## config.mk

```make
export PLATFORM = sky130hd
export DESIGN_NAME = button_multi_click_classifier
export DESIGN_NICKNAME = d
export VERILOG_FILES = /design/src/rtl/core/bcc_pkg.sv /design/src/rtl/core/bcc_csr.sv /design/src/rtl/core/bcc_fsm.sv /design/src/rtl/core/bcc_out.sv /design/src/rtl/core/button_multi_click_classifier.sv
export SDC_FILE = /design/constraint.sdc
export NUM_CORES = 1
export LEC_CHECK = 0
export BUFFER_PORTS_ARGS = -buffer_cell sky130_fd_sc_hd__buf_2
export CORE_UTILIZATION = 58
export CTS_CLUSTER_DIAMETER = 40
export DETAILED_ROUTE_END_ITERATION = 8
export PLACE_DENSITY_LB_ADDON = 0.05
export SETUP_SLACK_MARGIN = 0.4
export SKIP_LAST_GASP = 1
export SLEW_MARGIN = 20
export SYNTH_ARGS = -nofsm -noshare
export SYNTH_HDL_FRONTEND = slang
export SYNTH_HIERARCHICAL = 1
export SYNTH_SLANG_ARGS = --single-unit
```

## constraint.sdc

```tcl
create_clock -name clock -period 4.8 [get_ports clock]
set_input_delay 0.96 -clock clock [delete_from_list [all_inputs] [get_ports clock]]
set_output_delay 0.96 -clock clock [all_outputs]
set_load 0.05 [all_outputs]
```

## src/rtl/core/bcc_pkg.sv

```systemverilog
// Shared types, codes and defaults for the button multi-click classifier.
`timescale 1ns / 1ps

package bcc_pkg;

   // Default tick counter width
   localparam int TICK_WIDTH_DEF = 16;

   // Register file geometry
   localparam int CSR_ADDR_W = 4;
   localparam int CSR_DATA_W = 32;

   // Register reset values
   localparam logic [15:0] SAMPLE_PERIOD_RST = 16'd200;
   localparam logic [15:0] GAP_RST           = 16'd200;
   localparam logic [7:0]  LONG_PRESS_RST    = 8'd2;

   // Register indexes (word address)
   typedef enum logic [1:0] {
      REG_SAMPLE_PERIOD = 2'd0,
      REG_GAP           = 2'd1,
      REG_LONG_PRESS    = 2'd2
   } reg_index_type;

   // Gesture phases
   typedef enum logic [2:0] {
      PH_IDLE   = 3'd0,
      PH_PRESS1 = 3'd1,
      PH_GAP1   = 3'd2,
      PH_PRESS2 = 3'd3,
      PH_GAP2   = 3'd4,
      PH_HOLD   = 3'd5
   } phase_type;

   // Result codes
   typedef enum logic [2:0] {
      KIND_NONE   = 3'd0,
      KIND_SINGLE = 3'd1,
      KIND_LONG   = 3'd2,
      KIND_DOUBLE = 3'd3,
      KIND_TRIPLE = 3'd4
   } kind_type;

   // Configuration handed from the register file to the classifier
   typedef struct packed {
      logic [15:0] sample_period_ticks;
      logic [15:0] gap_ticks;
      logic [7:0]  long_press_samples;
   } cfg_type;

endpackage

```

## src/rtl/core/bcc_csr.sv

```systemverilog
// APB-style configuration registers of the classifier.
`timescale 1ns / 1ps

module bcc_csr (
   input  logic                                clock,
   input  logic                                reset,
   input  logic                                psel,
   input  logic                                penable,
   input  logic                                pwrite,
   input  logic [bcc_pkg::CSR_ADDR_W-1:0]      paddr,
   input  logic [bcc_pkg::CSR_DATA_W-1:0]      pwdata,
   output logic [bcc_pkg::CSR_DATA_W-1:0]      prdata,
   output logic                                pready,
   output bcc_pkg::cfg_type                    cfg
);

   bcc_pkg::cfg_type cfg_ff;
   bcc_pkg::cfg_type cfg_in;
   logic             wr_en;
   logic [1:0]       reg_sel;

   assign pready  = 1'b1;
   assign wr_en   = psel & penable & pwrite;
   assign reg_sel = paddr[3:2];

   // Decode the write beat
   always_comb begin
      cfg_in = cfg_ff;
      if (wr_en) begin
         case (reg_sel)
            bcc_pkg::REG_SAMPLE_PERIOD: cfg_in.sample_period_ticks = pwdata[15:0];
            bcc_pkg::REG_GAP:           cfg_in.gap_ticks = pwdata[15:0];
            bcc_pkg::REG_LONG_PRESS:    cfg_in.long_press_samples = pwdata[7:0];
            default: cfg_in = cfg_ff;
         endcase
      end
   end

   // Hold the registers
   always_ff @(posedge clock) begin
      if (reset) begin
         cfg_ff.sample_period_ticks <= bcc_pkg::SAMPLE_PERIOD_RST;
         cfg_ff.gap_ticks           <= bcc_pkg::GAP_RST;
         cfg_ff.long_press_samples  <= bcc_pkg::LONG_PRESS_RST;
      end else begin
         cfg_ff <= cfg_in;
      end
   end

   // Read back
   always_comb begin
      case (reg_sel)
         bcc_pkg::REG_SAMPLE_PERIOD: prdata = {16'd0, cfg_ff.sample_period_ticks};
         bcc_pkg::REG_GAP:           prdata = {16'd0, cfg_ff.gap_ticks};
         bcc_pkg::REG_LONG_PRESS:    prdata = {24'd0, cfg_ff.long_press_samples};
         default:                    prdata = '0;
      endcase
   end

   assign cfg = cfg_ff;

endmodule

```

## src/rtl/core/bcc_fsm.sv

```systemverilog
// Gesture state machine with sample and gap counters.
`timescale 1ns / 1ps

module bcc_fsm #(
   parameter int TICK_WIDTH = bcc_pkg::TICK_WIDTH_DEF
) (
   input  logic              clock,
   input  logic              reset,
   input  logic              beat,
   input  logic              level,
   input  bcc_pkg::cfg_type  cfg,
   output bcc_pkg::kind_type kind
);

   localparam int CMP_W = (TICK_WIDTH > 16) ? TICK_WIDTH : 16;

   bcc_pkg::phase_type    phase_ff;
   bcc_pkg::phase_type    phase_in;
   logic [TICK_WIDTH-1:0] tick_ff;
   logic [TICK_WIDTH-1:0] tick_in;
   logic [TICK_WIDTH-1:0] tick_inc;
   logic [7:0]            samp_ff;
   logic [7:0]            samp_in;
   logic [7:0]            samp_inc;
   logic [15:0]           period_m1;
   logic                  tick_sat;
   logic                  period_end;
   logic                  gap_end;

   // Counter compares; a zero period acts as one
   assign tick_sat   = &tick_ff;
   assign period_m1  = (cfg.sample_period_ticks == 16'd0) ? 16'd0
                                                         : cfg.sample_period_ticks - 16'd1;
   assign period_end = (CMP_W'(tick_ff) >= CMP_W'(period_m1)) || tick_sat;
   assign gap_end    = (CMP_W'(tick_ff) >= CMP_W'(cfg.gap_ticks)) || tick_sat;
   assign tick_inc   = tick_sat ? tick_ff : tick_ff + TICK_WIDTH'(1);
   assign samp_inc   = (&samp_ff) ? samp_ff : samp_ff + 8'd1;

   // Next state and counters
   always_comb begin
      phase_in = phase_ff;
      tick_in  = tick_ff;
      samp_in  = samp_ff;
      case (phase_ff)
         bcc_pkg::PH_PRESS1, bcc_pkg::PH_PRESS2: begin
            if (period_end) begin
               samp_in = samp_inc;
               tick_in = '0;
               if (!level) begin
                  phase_in = (phase_ff == bcc_pkg::PH_PRESS1) ? bcc_pkg::PH_GAP1
                                                              : bcc_pkg::PH_GAP2;
               end
            end else begin
               tick_in = tick_inc;
            end
         end
         bcc_pkg::PH_GAP1: begin
            if (level) begin
               phase_in = bcc_pkg::PH_PRESS2;
               tick_in  = '0;
               samp_in  = '0;
            end else if (gap_end) begin
               phase_in = bcc_pkg::PH_IDLE;
               tick_in  = '0;
               samp_in  = '0;
            end else begin
               tick_in = tick_inc;
            end
         end
         bcc_pkg::PH_GAP2: begin
            if (level) begin
               phase_in = bcc_pkg::PH_HOLD;
               tick_in  = '0;
               samp_in  = '0;
            end else if (gap_end) begin
               phase_in = bcc_pkg::PH_IDLE;
               tick_in  = '0;
               samp_in  = '0;
            end else begin
               tick_in = tick_inc;
            end
         end
         bcc_pkg::PH_HOLD: begin
            if (!level) begin
               phase_in = bcc_pkg::PH_IDLE;
            end
         end
         default: begin
            tick_in  = '0;
            samp_in  = '0;
            phase_in = level ? bcc_pkg::PH_PRESS1 : bcc_pkg::PH_IDLE;
         end
      endcase
   end

   // Result of this beat
   always_comb begin
      kind = bcc_pkg::KIND_NONE;
      case (phase_ff)
         bcc_pkg::PH_GAP1: begin
            if (!level && gap_end) begin
               kind = (samp_ff <= cfg.long_press_samples) ? bcc_pkg::KIND_SINGLE
                                                          : bcc_pkg::KIND_LONG;
            end
         end
         bcc_pkg::PH_GAP2: begin
            if (level) begin
               kind = bcc_pkg::KIND_TRIPLE;
            end else if (gap_end) begin
               kind = bcc_pkg::KIND_DOUBLE;
            end
         end
         default: kind = bcc_pkg::KIND_NONE;
      endcase
   end

   // Advance on each accepted beat
   always_ff @(posedge clock) begin
      if (reset) begin
         phase_ff <= bcc_pkg::PH_IDLE;
         tick_ff  <= '0;
         samp_ff  <= '0;
      end else if (beat) begin
         phase_ff <= phase_in;
         tick_ff  <= tick_in;
         samp_ff  <= samp_in;
      end
   end

endmodule

```

## src/rtl/core/bcc_out.sv

```systemverilog
// Result register between the classifier and the response channel.
`timescale 1ns / 1ps

module bcc_out (
   input  logic              clock,
   input  logic              reset,
   input  logic              req_valid,
   output logic              req_ready,
   input  bcc_pkg::kind_type kind,
   output logic              beat,
   output logic              rsp_valid,
   input  logic              rsp_ready,
   output logic [2:0]        rsp_click_kind
);

   logic              valid_ff;
   logic              valid_in;
   bcc_pkg::kind_type kind_ff;

   // Take a beat whenever the result slot is free or draining
   assign req_ready = !valid_ff || rsp_ready;
   assign beat      = req_valid && req_ready;
   assign valid_in  = beat || (valid_ff && !rsp_ready);

   always_ff @(posedge clock) begin
      if (reset) begin
         valid_ff <= 1'b0;
      end else begin
         valid_ff <= valid_in;
      end
   end

   // Load the result with the beat
   always_ff @(posedge clock) begin
      if (beat) begin
         kind_ff <= kind;
      end
   end

   assign rsp_valid      = valid_ff;
   assign rsp_click_kind = kind_ff;

endmodule

```

## src/rtl/core/button_multi_click_classifier.sv

```systemverilog
// Top level of the button multi-click classifier.
`timescale 1ns / 1ps

// Takes one button level beat per tick and returns exactly one click_kind beat
// for each (0 none, 1 single, 2 long, 3 double, 4 triple). Every accepted beat
// is classified combinationally by the gesture state machine and lands in
// the result register on the same edge, so the result shows in the cycle after
// acceptance and a new beat can be taken every cycle; req_ready drops only
// while a finished result sits in the result register and rsp_ready is low.
// Registers (APB, word addresses 0x0, 0x4, 0x8): sample period ticks, gap
// ticks, long-press sample threshold; write them only while the block is idle.

module button_multi_click_classifier #(
   parameter int TICK_WIDTH = bcc_pkg::TICK_WIDTH_DEF
) (
   input  logic                            clock,
   input  logic                            reset,
   input  logic                            req_valid,
   output logic                            req_ready,
   input  logic                            req_button_level,
   output logic                            rsp_valid,
   input  logic                            rsp_ready,
   output logic [2:0]                      rsp_click_kind,
   input  logic                            psel,
   input  logic                            penable,
   input  logic                            pwrite,
   input  logic [bcc_pkg::CSR_ADDR_W-1:0]  paddr,
   input  logic [bcc_pkg::CSR_DATA_W-1:0]  pwdata,
   output logic [bcc_pkg::CSR_DATA_W-1:0]  prdata,
   output logic                            pready
);

   bcc_pkg::cfg_type  cfg;
   bcc_pkg::kind_type kind;
   logic              beat;

   bcc_csr u_csr (
      .clock   (clock),
      .reset   (reset),
      .psel    (psel),
      .penable (penable),
      .pwrite  (pwrite),
      .paddr   (paddr),
      .pwdata  (pwdata),
      .prdata  (prdata),
      .pready  (pready),
      .cfg     (cfg)
   );

   bcc_fsm #(
      .TICK_WIDTH (TICK_WIDTH)
   ) u_fsm (
      .clock (clock),
      .reset (reset),
      .beat  (beat),
      .level (req_button_level),
      .cfg   (cfg),
      .kind  (kind)
   );

   bcc_out u_out (
      .clock          (clock),
      .reset          (reset),
      .req_valid      (req_valid),
      .req_ready      (req_ready),
      .kind           (kind),
      .beat           (beat),
      .rsp_valid      (rsp_valid),
      .rsp_ready      (rsp_ready),
      .rsp_click_kind (rsp_click_kind)
   );

endmodule

```

Word-level counts from Yosys, hierarchy flattened
Cells that the tools add are included.
{"block": "classes", "n_reduce_logical": 22, "n_eq_ne": 12, "bitwise": 3, "n_mux": 26, "n_addsub": 3, "n_lt_le_gt_ge": 3}
{"operator": "$pmux W16 S3", "n": 2}
{"operator": "$mux W16", "n": 5}
{"operator": "$ge A16 B16 Y1", "n": 2}
{"operator": "$mux W8", "n": 4}
{"operator": "$mux W3", "n": 9}
{"operator": "$pmux W8 S3", "n": 1}
{"operator": "$add A16 B1 Y16 const B", "n": 1}
{"operator": "$logic_not A16 Y1", "n": 1}
{"operator": "$reduce_and A16 Y1", "n": 1}
{"operator": "$sub A16 B1 Y16 const B", "n": 1}
{"operator": "$pmux W3 S4", "n": 1}
{"operator": "$add A8 B1 Y8 const B", "n": 1}
{"operator": "$le A8 B8 Y1", "n": 1}
{"operator": "$reduce_and A2 Y1", "n": 4}
{"operator": "$reduce_and A8 Y1", "n": 1}
{"operator": "$eq A3 B2 Y1 const B", "n": 2}
{"operator": "$eq A3 B3 Y1 const B", "n": 2}
{"operator": "$ne A2 B2 Y1 const B", "n": 3}
{"operator": "$pmux W3 S2", "n": 1}
{"operator": "$reduce_and A5 Y1", "n": 1}
{"operator": "$logic_or A1 B1 Y1", "n": 4}
{"operator": "$mux W2", "n": 2}
{"operator": "$reduce_and A4 Y1", "n": 1}
{"operator": "$reduce_or A2 Y1", "n": 2}
{"operator": "other kinds (11)", "n": 16}
{"block": "totals", "output_inout_bits": 38, "word_cells": 77, "input_bits": 44, "reg_bits": 71}

Depth between registers and ports, before layout
Gate-level depths: netlist of the first run.
{"block": "depth", "depth_word": 6, "ltp_mapped": 15, "ltp_nobuf": 14}

Modules after synthesis
Netlist of the first run, hierarchy kept.
{"mod": "bcc_fsm", "n_inst": 1, "seq_area_each_um2": 540.5, "cells_each": 370, "area_each_um2": 2806.4}
{"mod": "bcc_csr", "n_inst": 1, "seq_area_each_um2": 800.8, "cells_each": 221, "area_each_um2": 2093.3}
{"mod": "bcc_out", "n_inst": 1, "seq_area_each_um2": 110.1, "cells_each": 8, "area_each_um2": 145.1}

Worst setup path after synthesis of the first run
Ideal clock, no wire load.
{"block": "synth_path", "kind": "reg2reg", "start": "reg u_csr.cfg_ff, in the netlist u_csr/cfg[35]", "end": "reg u_fsm.tick_ff[4]", "setup_ps": 74, "synth_period_minus_slack_ps": 3570, "path_slack_ps": 1230, "arrival_time_ps": 3496, "stages_incl_launch_ff": 16, "t_required_ps": 4726, "path_buffers": 2, "cell_sequence": "dfxtp_1 -> or4_1 -> nor2_1 -> and4b_1 -> nand3_1 -> clkbuf_1 -> nand2_1 -> ha_1 -> a21oi_1 -> o21ai_0 -> or4_4 -> or4_4 -> o2bb2ai_4 -> buf_6 -> a21oi_1 -> a31oi_1"}
{"block": "synth_via", "elab_chain_cells": 6, "word_cells_on_any_way": 7, "classes_between": "1 x add/sub; 1 x order compare; 3 x mux; 2 x reduce/logical"}
{"item": "from (decl)", "line_no": "bcc_csr.sv:17", "rtl": "bcc_pkg::cfg_type cfg_ff;"}
{"item": "from (signal assigned)", "line_no": "bcc_csr.sv:46", "rtl": "cfg_ff <= cfg_in;"}
{"item": "$sub A16 B1 Y16 / $logic_not A16 Y1 (equally long branches)", "line_no": "bcc_fsm.sv:33, bcc_fsm.sv:32"}
{"item": "$mux W16 *", "line_no": "bcc_fsm.sv:32", "rtl": "assign period_m1 = (cfg.sample_period_ticks == 16'd0) ? 16'd0"}
{"item": "$ge A16 B16 Y1 *", "line_no": "bcc_fsm.sv:34", "rtl": "assign period_end = (CMP_W'(tick_ff) >= CMP_W'(period_m1)) || tick_sat;"}
{"item": "$logic_or A1 B1 Y1 *", "line_no": "bcc_fsm.sv:34"}
{"item": "$mux W16 *", "line_no": "bcc_fsm.sv:46", "rtl": "if (period_end) begin"}
{"item": "$pmux W16 S3 *", "line_no": "bcc_fsm.sv:44", "rtl": "case (phase_ff)"}
{"item": "to (signal assigned)", "line_no": "bcc_fsm.sv:125", "rtl": "tick_ff <= tick_in;"}
{"item": "to (decl)", "line_no": "bcc_fsm.sv:19", "rtl": "logic [TICK_WIDTH-1:0] tick_ff;"}
Mark *: on every way between the ends. The rest lies on a longest branch, timed or not.
A chain may end at the register's enable or synchronous reset.

Final worst setup path of the first run
{"block": "layout_path", "start": "reg u_csr.cfg_ff, in the netlist u_csr/cfg[34]", "end": "reg u_fsm.tick_ff[3]"}
The elaborated chain is that of the path after synthesis.

==> metrics, run 1 <==
post-synthesis sequential area ratio 0.288; synth cell count leaders dfxtp_1, mux2i_1, nand2b_1; CP cell instances or4_1 -> nor2_1 -> and4b_1 -> nand3_2 -> nand2_1 -> ha_1 -> a21oi_1 -> o21ai_0 -> or4_4 -> or4_4 -> o2bb2ai_4 -> o21ai_0 -> a31oi_1; R2R cell count 13; CTS root buffer clkbuf_8; Die H approximately 95 um; Fin. Hold Viols 0; worst slew pin tran roughly 0.8 ns; Global Route Usage Sum 0.278; DRT Pass-1 Iters 5; TritonCTS clock tree built; Hold Startpoint u_csr/cfg[6]; Slew HR 0.461; Crit Path Class register to register; hold_buf cts 0; asr flop ratio synth 0; cts bufs inserted 9; synth-to-layout area growth 8.58%; pre-CTS worst setup slack about 0.62 ns; Finish-stage setup viols 0; die area roughly 9100 um^2; GP Congestion approximately 0.93; Fmax around 250 MHz; Pwr Total approximately 1300 uW; number of global-route vias before repair 4029; Initial Util 0.608; Final WS setup ~0.83 ns; drt total wl around 12000 um; DP Wirelength between 8000 and 9000 um; DRC 0; Hold Path Class register to register; Max Cap Viol 0; Tmin final between 3 and 4 ns; fillers 702; Cells after Synth between 500 and 600; antenna violations before repair 0; pin count of the biggest net entering global routing between 70 and 80; Synth Area per Inst between 8 and 9 um^2; RSZ-0062 raised after global routing false; Critical Path RT between 5 and 6 ns; Yosys cell types 60; CP max-delay cell or4_1; global-route wire length before repair roughly 19000 um; Lkg Pwr approximately 0.0024 uW; num rows 33; crit path from u_csr/cfg[34]; Finished Layout Cells ~750; clk_lat worst skew 0.35 ns; Most used DFF post-synth dfxtp_1; Top Family by Delay on Critical Path simple AND/OR/NAND/NOR gates; via count between 4000 and 5000; Buf+Inv Stages, Crit Path 0; status finished, final reports clean; Arrival @ worst endpoint approximately 4.3 ns; I/O pin count 82; placed cell count 730; Hold WS around 0.49 ns; internal reg-to-reg setup slack 0.83 ns; most frequent cell after synthesis dfxtp_1; Cell Area, Synth approximately 5000 um^2; PortBufs between 40 and 50; crit path to u_fsm/tick_ff[3]; core area about 8300 um^2; Yosys top cell area share 0.270; CP endpoint kind register; pwr dens approximately 230 nW/um^2; Worst path max stage delay 0.54 ns; antenna viol nets, final 0; total gr overflow 0; Crit Path Max Fanout 19; Synth Register Bits 71; YS warnings 6; Worst path depth 13; Setup Skew around 0.0073 ns; RR Endpoint u_fsm/tick_ff[3]; htree depth 3; clock buffer depth 2; max-slew violations 0; DR iter-0 viols 151; Yosys top cell by area dfxtp_1; Clk pin slew, worst setup/hold paths roughly 0.08 ns; TNS Setup 0 ns; Max VDD drop ~0.14 mV; Via density 5.80; register area 1450 um^2; NumNets Final slightly above 700; post-DR wirelength/cell around 16 um; area of the multi-input gates roughly 3300 um^2; Post-synth EDFFs 3; worst r2r src u_csr/cfg[34]; share of cells above drive strength 1 0.129; Sinks on Clock Net between 70 and 80; startpoint types register; diode count 0; Synth area leaders dfxtp_1, mux2i_1, ha_1, nand2b_1, nor2_1; period utilization 0.827; Die W 95.3 um
-- worst reg2reg max path: stages (launching register included) --
cell       delay [ns]
dfxtp_1          0.37
or4_1            0.54
nor2_1           0.14
and4b_1          0.27
nand3_2          0.26
nand2_1          0.16
ha_1             0.26
a21oi_1          0.12
o21ai_0          0.10
or4_4            0.47
or4_4            0.45
o2bb2ai_4        0.41
o21ai_0          0.17
a31oi_1          0.18
-- placed cells by master (no fill, tap or decap), drive strengths merged, types with 5 or more instances in the layout --
cell type,Yosys,layout
o21ai,37,37
and3,7,7
or4,8,8
dfxtp,68,68
conb,2,17
xnor2,6,6
a21o,7,7
clkbuf,10,10
nand2b,58,58
o21a,5,5
nand4,11,11
nor4,7,7
nor2,53,53
nor3b,6,6
xor2,6,6
inv,31,32
nand2,42,42
nor3,8,8
ha,44,44
a21oi,21,21
nand3,23,23
buf,27,49
a31oi,10,10
mux2i,59,59
-- per-layer routing --
metal | share of wire | track usage
met1 | 0.46 | 0.354
met2 | 0.47 | 0.461
met3 | 0.046 | 0.0638
met4 | 0.018 | 0.0909
met5 | 0 | 0
-- worst min path at each step --
stage | end | slack [ns] | cells after the start
4_1_cts | u_csr/cfg[6] | 0.50 | 2
6_report | u_csr/cfg[6] | 0.49 | 2
3_5_place_dp | u_csr/cfg[6] | 0.48 | 2
2_1_floorplan | u_csr/cfg[16] | 0.46 | 2
5_1_grt | u_csr/cfg[12] | 0.52 | 2
3_3_place_gp | u_csr/cfg[22] | 0.48 | 2
-- registers in the layout (all words and copies together), names as in the netlist --
signal,count
u_csr/cfg,40
u_fsm/samp_ff,8
u_out/rsp_click_kind,3
u_fsm/phase_ff,3
u_fsm/tick_ff,16
u_out/rsp_valid,1
-- layout make-up --
cell class	count	share of cell area
clock buffer	10	0.0272
tap	105	0.0240
inverter	31	0.0212
timing repair buffer	49	0.0461
multi-input combinational	475	0.604
sequential	71	0.265
clock inverter	6	0.0121
-- what timing repair did --
action | in CTS | in global routing
buffers inserted | 0 | 1
resized for setup | 0 | 3
endpoints found under the setup margin | 0 | 13
-- per-stage QoR --
stage | instance area [um^2] | util
2_1_floorplan | 5100 | -
3_3_place_gp | 5240 | 0.631
3_5_place_dp | 5240 | 0.631
4_1_cts | 5450 | 0.657
5_1_grt | 5480 | 0.660
6_report | 5480 | 0.660
-- where the power goes --
group	internal, uW	leakage (uW)	switching (uW)
registers	600	0.000580	8.05
clock network	272	0.000100	242
logic	50.2	0.00170	113
total	922	0.00238	363
-- logic make-up (layout without fill, tap and decap cells) --
| family | Yosys count | in the layout | synth area share |
|---|---|---|---|
| AOI/OAI and AO/OA | 102 | 102 | 0.130 |
| muxes | 59 | 59 | 0.117 |
| xor gates and xnor gates | 12 | 12 | 0.0208 |
| and+or+nand+nor | 241 | 241 | 0.263 |
| other | 2 | 17 | 0.00149 |
| DFF | 71 | 71 | 0.288 |
| buffers and inverters | 68 | 96 | 0.0709 |
| adders and majority gates | 44 | 44 | 0.109 |
Power figures use the tool's default switching activity.
==> run 2: changes to the inputs <==
Settings changed: CORE_UTILIZATION 58 to 52.
Clock period 4.8 ns to 3.45 ns, I/O delays scaled along.
==> run 2 against run 1 <==
  * The flow now finishes with violations (setup timing)
  * Sequential cell count unchanged
  * Fmax up 14%
  * Worst hold slack got worse by 0.0026 ns
  * Critical endpoint is now u_fsm/tick_ff[8]
  * First-iteration DRC count shrank 28%
  * Clock skew up 0.0087 ns
  * Critical path depth grew 2
  * Non-clock buffer count increased by 30
  * Critical path type unchanged
  * Design area grew 8.3%
  * Global-route usage is 2.6 points lower
  * Combinational power is 56% higher
  * Register-to-register slack worse by 0.87 ns
  * Total power grew 38%
  * Highest routed layer unchanged
==> metrics, run 2 (synthesized netlist as in run 1, its figures left out) <==
htree depth 3 (unchanged); via count 4430 (+2.2%); drt total wl 12100 um (+4.0%); pwr dens 298 nW/um^2 (+27%); post-layout util 0.636 (-0.0242); Die W 100 um (+5.5%); synth-to-layout area growth 17.6%; pin count of the biggest net entering global routing 71 (-4.1%); pre-CTS worst setup slack -0.153 ns (-0.769 ns); diode count 0 (unchanged); antenna viol nets, final 0 (unchanged); Finish-stage setup viols 3 (+3); Hold Path Class register to register; Lkg Pwr 0.00257 uW (+7.8%); CTS root buffer clkbuf_8; max reg flops 40 (unchanged); cts bufs inserted 9 (unchanged); NumNets Final 755 (+4.1%); DRT Pass-1 Iters 4 (-1); GP Congestion 0.884 (-5.1%); Setup Skew 0.0160 ns (+0.00870 ns); DP Wirelength 9350 um (+9.7%); total gr overflow 0 (unchanged); max-slew violations 0 (unchanged); CP max-delay cell or4_4; Pwr Total 1770 uW (+38%); Hold WS 0.491 ns (-0.00261 ns); Via density 5.53 (-4.7%); share of cells above drive strength 1 0.210 (+0.0805); DP Area 5570 um^2 (+6.3%); Die H 100 um (+5.5%); worst slew pin tran 0.900 ns (+0.0990 ns); Tmin final 3.49 ns (-0.482 ns); Max Cap Viol 0 (unchanged); Crit Path Max Fanout 18 (-1); Worst path max stage delay 0.54 ns (about the same); RSZ-0062 raised after global routing true; Buf+Inv Stages, Crit Path 1 (+1); die area 10100 um^2 (+11%); core area 9330 um^2 (+12%); Max VDD drop 0.167 mV (+16%); period utilization 1.01 (+0.184); Initial Util 0.541 (-0.0670); CP cell instances or4_4 -> nor2_4 -> and4b_2 -> nand2_1 -> xnor2_2 -> nand2_4 -> ha_4 -> a21oi_2 -> o21ai_1 -> or4_4 -> or4_4 -> o2bb2ai_4 -> buf_12 -> a41oi_1 -> a31oi_1; Fin. Hold Viols 0 (unchanged); Global Route Usage Sum 0.252 (-0.0258); global-route wire length before repair 20100 um (+3.6%); CP endpoint kind register; antenna violations before repair 0 (unchanged); CP most frequent cell or4_4; Arrival @ worst endpoint 3.75 ns (-0.50 ns); I/O pin count 82 (unchanged); DRC 0 (unchanged); most frequent cells in the layout dfxtp_1, mux2i_1, nand2b_1; number of global-route vias before repair 4168 (+3.4%); Clk pin slew, worst setup/hold paths 0.09 ns (about the same); Crit Path Class register to register; fin area 5930 um^2 (+8.3%); num rows 35 (+6.1%); TritonCTS clock tree built; failing checks setup timing; commonest non-fill, non-tap cell in the layout dfxtp_1; startpoint types register; Slew HR 0.394 (-0.0674); status finished with violations; clock buffer depth 2 (unchanged); post-DR wirelength/cell 15.2 um (-3.0%); clk_lat worst skew 0.35 ns (about the same); Sinks on Clock Net 71 (unchanged); Fmax 287 MHz (+14%); DR iter-0 viols 109 (-28%); Critical Path RT 3.71 ns (-1.37 ns); Final WS setup -0.0373 ns (-0.868 ns); PortBufs 46 (unchanged); Top Family by Delay on Critical Path simple AND/OR/NAND/NOR gates
==> run 2: cell types whose count changed in the layout (fill, tap and decap cells not counted), moves of 3 or more <==
cell,delta
a21oi_1,-4
a21oi_2,+4
buf_4,+23
buf_6,+6
ha_1,-5
ha_4,+4
nand2_1,-4
nand2_2,+3
nor2_1,-3
o21ai_0,-8
o21ai_1,+4
o21ai_2,+3
==> run 2: through the flow <==
stage,instances,setup TNS [ns]
2_1_floorplan,614,0
3_3_place_gp,778,-0.375
3_5_place_dp,778,-0.965
4_1_cts,800,-0.115
5_1_grt,801,-2.88
6_report,801,-0.0894
==> run 2: tightest hold or removal path, delay by kind of cell (launching register included) <==
family | cells | cell delay, ns
and+or+nand+nor | 1 | 0.07
DFF | 1 | 0.33
muxes | 1 | 0.05
==> run 2: what timing repair did <==
item | CTS | global route
setup buffers | 6 | 1
setup endpoints to repair | 27 | 27
gates resized for setup | 14 | 18
hold buffers | 0 | 0
pin swaps | 9 | 8
==> run 2: cell type report <==
type                    count  area, um^2
inverters                  31         116
repair buffers             79         513
fillers                   821        3400
multi-input cells         475        3490
well taps                 129         161
flip-flops and latches     71        1450
clock buffers               9         124
clock inverters             7        70.1
==> run 2: metal layers <==
| metal | global-route usage | up-vias | share of wire |
|---|---|---|---|
| met2 | 0.421 | 96 | 0.48 |
| met1 | 0.336 | 2087 | 0.48 |
| met5 | 0 | - | 0 |
| met4 | 0.0769 | 0 | 0.0099 |
| met3 | 0.0361 | 11 | 0.030 |
| li1 | - | 2236 | - |
==> run 2: path summary, 6_finish.rpt <==
path / startpoint / endpoint / slack (ns) / cells after the start
worst max-delay path: u_csr/cfg[35] / u_fsm/tick_ff[8] / -0.04 / 15
worst max register to register: u_csr/cfg[35] / u_fsm/tick_ff[8] / -0.04 / 15
worst min register to register: u_csr/cfg[7] / u_csr/cfg[7] / 0.49 / 2
worst min-delay path: u_csr/cfg[7] / u_csr/cfg[7] / 0.49 / 2
==> run 2: power by group <==
group	switching [uW]	total, uW	internal, uW
sequential	9.84	844	834
combinational	169	255	86.6
clock	336	670	334
